$ cat src/design/direct_mapped_writeback_cache_ctrl_top_assert.svh
// assertion macros for the cache controller
// no dependencies
`ifndef DIRECT_MAPPED_WRITEBACK_CACHE_CTRL_TOP_ASSERT_SVH
`define DIRECT_MAPPED_WRITEBACK_CACHE_CTRL_TOP_ASSERT_SVH
`define DMC_ASSERT_IMP(lbl, clk, rst_n, a, c) \
    lbl: assert property (@(posedge clk) disable iff (!rst_n) (a) |-> (c)) \
        else $error("assertion failed");
`define DMC_ASSERT_NXT(lbl, clk, rst_n, a, c) \
    lbl: assert property (@(posedge clk) disable iff (!rst_n) (a) |=> (c)) \
        else $error("assertion failed");
`endif

$ cat src/design/dmc_ram.sv
// generic single-port ram with registered read
// no dependencies
`timescale 1ns / 1ps
module dmc_ram #(
    parameter int WIDTH = 8,
    parameter int DEPTH = 16
) (
    input  logic                     i_clk,
    input  logic                     i_we,
    input  logic [$clog2(DEPTH)-1:0] i_addr,
    input  logic [WIDTH-1:0]         i_wdata,
    output logic [WIDTH-1:0]         o_rdata
);
    logic [WIDTH-1:0] r_mem [DEPTH];
    always_ff @(posedge i_clk) begin
        if (i_we) begin
            r_mem[i_addr] <= i_wdata;
        end
        o_rdata <= r_mem[i_addr];
    end
endmodule

$ cat config.mk
export PLATFORM = sky130hd
export DESIGN_NAME = dmc_ram
export DESIGN_NICKNAME = d
export VERILOG_FILES = /design/src/design/direct_mapped_writeback_cache_ctrl_top_assert.svh /design/src/design/dmc_ram.sv
export SDC_FILE = /design/constraint.sdc
export NUM_CORES = 1
export LEC_CHECK = 0
export ABC_AREA = 1
export BUFFER_PORTS_ARGS = -buffer_cell sky130_fd_sc_hd__buf_2
export CAP_MARGIN = 15
export CELL_PAD_IN_SITES_DETAIL_PLACEMENT = 1
export CELL_PAD_IN_SITES_GLOBAL_PLACEMENT = 1
export CORE_MARGIN = 1
export CORE_UTILIZATION = 51
export CTS_BUF_LIST = sky130_fd_sc_hd__clkbuf_2
export DETAILED_ROUTE_END_ITERATION = 6
export PLACE_DENSITY_LB_ADDON = 0.1
export REMOVE_ABC_BUFFERS = 1
export SLEW_MARGIN = 40
export SYNTH_ARGS = -nofsm -noshare
export SYNTH_HDL_FRONTEND = slang
export SYNTH_SLANG_ARGS = --single-unit
$ cat constraint.sdc
create_clock -name i_clk -period 1.98 [get_ports i_clk]
set_input_delay 0.099 -clock i_clk [delete_from_list [all_inputs] [get_ports i_clk]]
set_output_delay 0.099 -clock i_clk [all_outputs]
set_load 0.05 [all_outputs]
======== After elaboration in Yosys (flattened, before gate mapping) ========
Memories as Yosys holds them, arrays and structs flattened. A register that Yosys moved wholly into a read port is not among the register bits.
Cells that the tools add are included.
W data, S select, Z words.
cells by class
  multiplexer cells ....................... 2
operators by type and width
  operator  count
  $mux W1   2
storage, ports and cells
  bits in writable memories ............... 128
  logic and storage cells ................. 3
  memories kept ........................... 1
  register bits ........................... 0
  output and inout bits ................... 8
memories
  name   depth  bits a word  rd ports  clocked after Yosys merged registers in  write ports  RTL line       text
  r_mem  16     8            1         1                                        1            dmc_ram.sv:14  logic [WIDTH-1:0] r_mem [DEPTH];

======== Depth between registers and ports, before layout ========
  depth after elaboration ................. 2
  gate-level depth with buffers ........... 11
  gate-level depth less buffers ........... 9

======== Worst setup path before layout ========
No wires, ideal clock.
  path kind ............................... input to register
  from .................................... in i_addr[1]
  to ...................................... mem r_mem[3][0] (enable)
  data required time ...................... 1.610 ns
  buffers on the path ..................... 2
  arrival ................................. 1.106 ns
  stages on the path ...................... 4
  setup slack ............................. 0.504 ns
  library setup time ...................... 0.370 ns
  cells stage by stage .................... buf_2 > clkbuf_1 > nand3_1 > nor2_1
RTL lines
  item         RTL line       text
  from (decl)  dmc_ram.sv:10  input logic [$clog2(DEPTH)-1:0] i_addr,
  to (decl)    dmc_ram.sv:14
Straight into the memory's write port.

==> impl_metrics.csv <==
group,metric,value,unit
outcome,status,"finished clean",
cells_and_area,n_antenna_cell,0,
clock_tree,numCtsBuffers,17,
cells_and_area,fin_area,6310,um^2
detailed_routing,dr.pass1.iters,4,
detailed_routing,via_per_inst,5.28,
setup_path,r2r_slack,400,ps
die,rows,37,
timing,fin_worst_skew,26.5,ps
timing,hold_ws,119,ps
run,cap_violations,0,
logic_synthesis,synth.distinct_cells,11,
clock_tree,clock_sinks,136,
timing,period_needed,1760,ps
clock_tree,clock_latency,700,ps
die,die_x,107,um
cells_and_area,final_cells,750,
setup_path,r2r_cells,9,
timing,max_clock_freq,568,MHz
detailed_routing,wire_per_inst,18.9,um
logic_synthesis,ys_seq_elements,136,
timing,finalSetupTns,0,ps
die,die_h,107,um
power_and_ir_drop,power.share.sequential,58.6,%
setup_path,crit_family,"buffers and inverters",
power_and_ir_drop,p_per_area,876,nW/um^2
setup_path,worstPathCellList,"dlygate4sd3_1 -> buf_2 -> nor2_1 -> dlygate4sd3_1 -> buf_4 -> nand2_1 -> nand2_1 -> dlygate4sd3_1 -> inv_1 -> nand2_1",
setup_path,cp-start-kind,"primary input",
hold_path,hold_start,"i_we",
cells_and_area,layout-drive-gt1-share,11.7,%
detailed_routing,drt_iter0_drc,223,
setup_path,slowest_delay,580,ps
detailed_routing,final_antenna_net_count,0,
grt,grt_usage,27.3,%
grt,use_met1,34.0,%
cells_and_area,multiInputGateArea,1390,um^2
clock_tree,path_clk_slew,210,ps
detailed_routing,via_count,3958,
setup_path,end_kind,"flop",
power_and_ir_drop,max-vdd-ir-drop,0.000472,V
cells_and_area,area_growth,12.8,%
clock_tree,root_buffer,"clkbuf_2",
cells_and_area,fillers,1173,
cells_and_area,seq_area,4000,um^2
power_and_ir_drop,sw_frac_of_total,24.9,%
clock_tree,cts_resized,0,
timing,finalSetupViolations,0,
clock_tree,clk_path_buf_depth,2,
power_and_ir_drop,power.leakage,2.74,nW
detailed_routing,wl,14.1,mm
placed_design,routabilityCongestion,0.856,
placed_design,port-buffer-count,21,
power_and_ir_drop,power,5.52,mW
clock_tree,cts_tree,"yes",
clock_tree,h-tree-depth,4,
setup_path,reg2reg_from,"r_mem[5][1]$_DFFE_PP_",
logic_synthesis,synth_cells,548,
die,io_pins,22,
grt,gr-usage-met2,47.0,%
grt,grt_pass1_wl,22.1,mm
grt,overflow,0,
die,die_area,11400,um^2
timing,maxSlewViolCount,0,
logic_synthesis,syn_area,5590,um^2
grt,grt.busiest_layer,"met2",
power_and_ir_drop,p_comb_share,8.9,%
logic_synthesis,ys_seq_area_share,71.6,%
setup_path,path_max_fanout,8,
cells_and_area,final_cell_mix,"nand2_1 (346), edfxtp_1 (128), buf_4 (22)",
logic_synthesis,yosys_warnings,0,
power_and_ir_drop,clkPwrFrac,32.5,%
timing,slew_headroom,48.3,%
power_and_ir_drop,power_switching,1.37,mW
timing,timing.final.crit_share,88.9,%
timing,rsz0062_at_grt,"no",
setup_path,path_depth,10,
cells_and_area,final_common_cell,"nand2_1",
cells_and_area,fin_nets,615,
grt,grt_start_max_net_pins,47,
setup_path,critPathKind,"in -> reg",
timing,setup_ws,220,ps
placed_design,dpl.cell_count,706,
placed_design,pre_cts_slack,398,ps
setup_path,slowest_stage,"dlygate4sd3_1",
timing,hold_viol,0,
power_and_ir_drop,internal-power,4.15,mW
setup_path,crit_buf_inv,6,
cells_and_area,post-route-util,60.3,%
logic_synthesis,postSynthAreaPerCell,10.2,um^2
grt,antenna_found_initial,0,
timing,worst_pin_slew,773,ps
setup_path,cp_data_required_time,2640,ps
grt,grt_pass1_vias,4245,
die,floorplan.initialDensity,53.5,%
clock_tree,post_cts_buffers,0,
setup_path,arrival,2420,ps
die,fp.coreArea,10500,um^2
placed_design,dpl_cell_area,5920,um^2
hold_path,hp-class,"in -> reg",
setup_path,rr_endpoint,"o_rdata[1]$_DFF_P_",
placed_design,dp_hpwl,8.83,mm
detailed_routing,drc,0,
hold_path,hold-path-endpoint,"r_mem[4][3]$_DFFE_PP_",
hold_path,hold_depth,4,
grt,met3_usage,4.98,%
## flip-flops by register name (all words and copies together), names as in the netlist
| register | cells |
|---|---|
| o_rdata | 8 |
| r_mem | 128 |
## per-layer routing
layer,wire length [um],share of wire (%),up-vias
met2,7210,51,104
met1,6000,42,1967
met5,0,0,-
met3,571,4.0,31
met4,363,2.6,0
li1,-,-,1856
## Yosys cell counts
| cell type | count | area [um^2] |
|---|---|---|
| nand2_1 | 346 | 1300 |
| edfxtp_1 | 128 | 3840 |
| inv_1 | 21 | 78.8 |
| nor2_1 | 18 | 67.6 |
| buf_2 | 12 | 60.1 |
| dfxtp_1 | 8 | 160 |
| buf_4 | 6 | 45.0 |
| nand3_1 | 4 | 20.0 |
| clkbuf_1 | 3 | 11.3 |
| clkinv_1 | 1 | 3.75 |
| inv_2 | 1 | 3.75 |
## tightest hold or removal path, delay by kind of cell
family	cells	cell delay [ps]
buffers and inverters	2	310
and+or+nand+nor	2	250
## area by class of cell
class	instances	share of cell area (%)
Sequential cell	136	63.5
Multi-Input combinational cell	368	22.0
Timing Repair Buffer	55	6.19
Clock inverter	15	2.92
Tap cell	136	2.70
Inverter	23	1.37
Clock buffer	17	1.35
## power by group through the flow
stage / logic [mW] / clock network, mW / registers, mW
finish: 0.491 / 1.80 / 3.23
global route: 0.538 / 1.92 / 3.24
CTS: 0.493 / 1.83 / 3.23
detailed placement: 0.470 / 0 / 3.30
global placement: 0.455 / 0 / 3.29
floorplan: 0.184 / 0 / 3.36
## cells by family (layout without fill, tap and decap cells)
| family | Yosys count | in the layout | share of synthesized area (%) |
|---|---|---|---|
| DFF | 136 | 136 | 71.6 |
| buffers and inverters | 44 | 110 | 3.62 |
| and+or+nand+nor | 368 | 368 | 24.8 |
## worst max-delay path by stage
stage,slack (ps),startpoint,to
after floorplan,320,i_addr[0],r_mem[6][0]$_DFFE_PP_
after global placement,410,i_addr[1],r_mem[1][7]$_DFFE_PP_
after detailed placement,400,i_addr[0],o_rdata[1]$_DFF_P_
after CTS,370,i_addr[2],o_rdata[1]$_DFF_P_
after global routing,160,i_addr[2],o_rdata[1]$_DFF_P_
final,220,i_addr[2],o_rdata[1]$_DFF_P_
## repair_timing
action,in CTS,in global routing
hold buffers,12,0
setup endpoints to repair,0,0
hold endpoints to repair,142,0
Power figures use the tool's default switching activity.
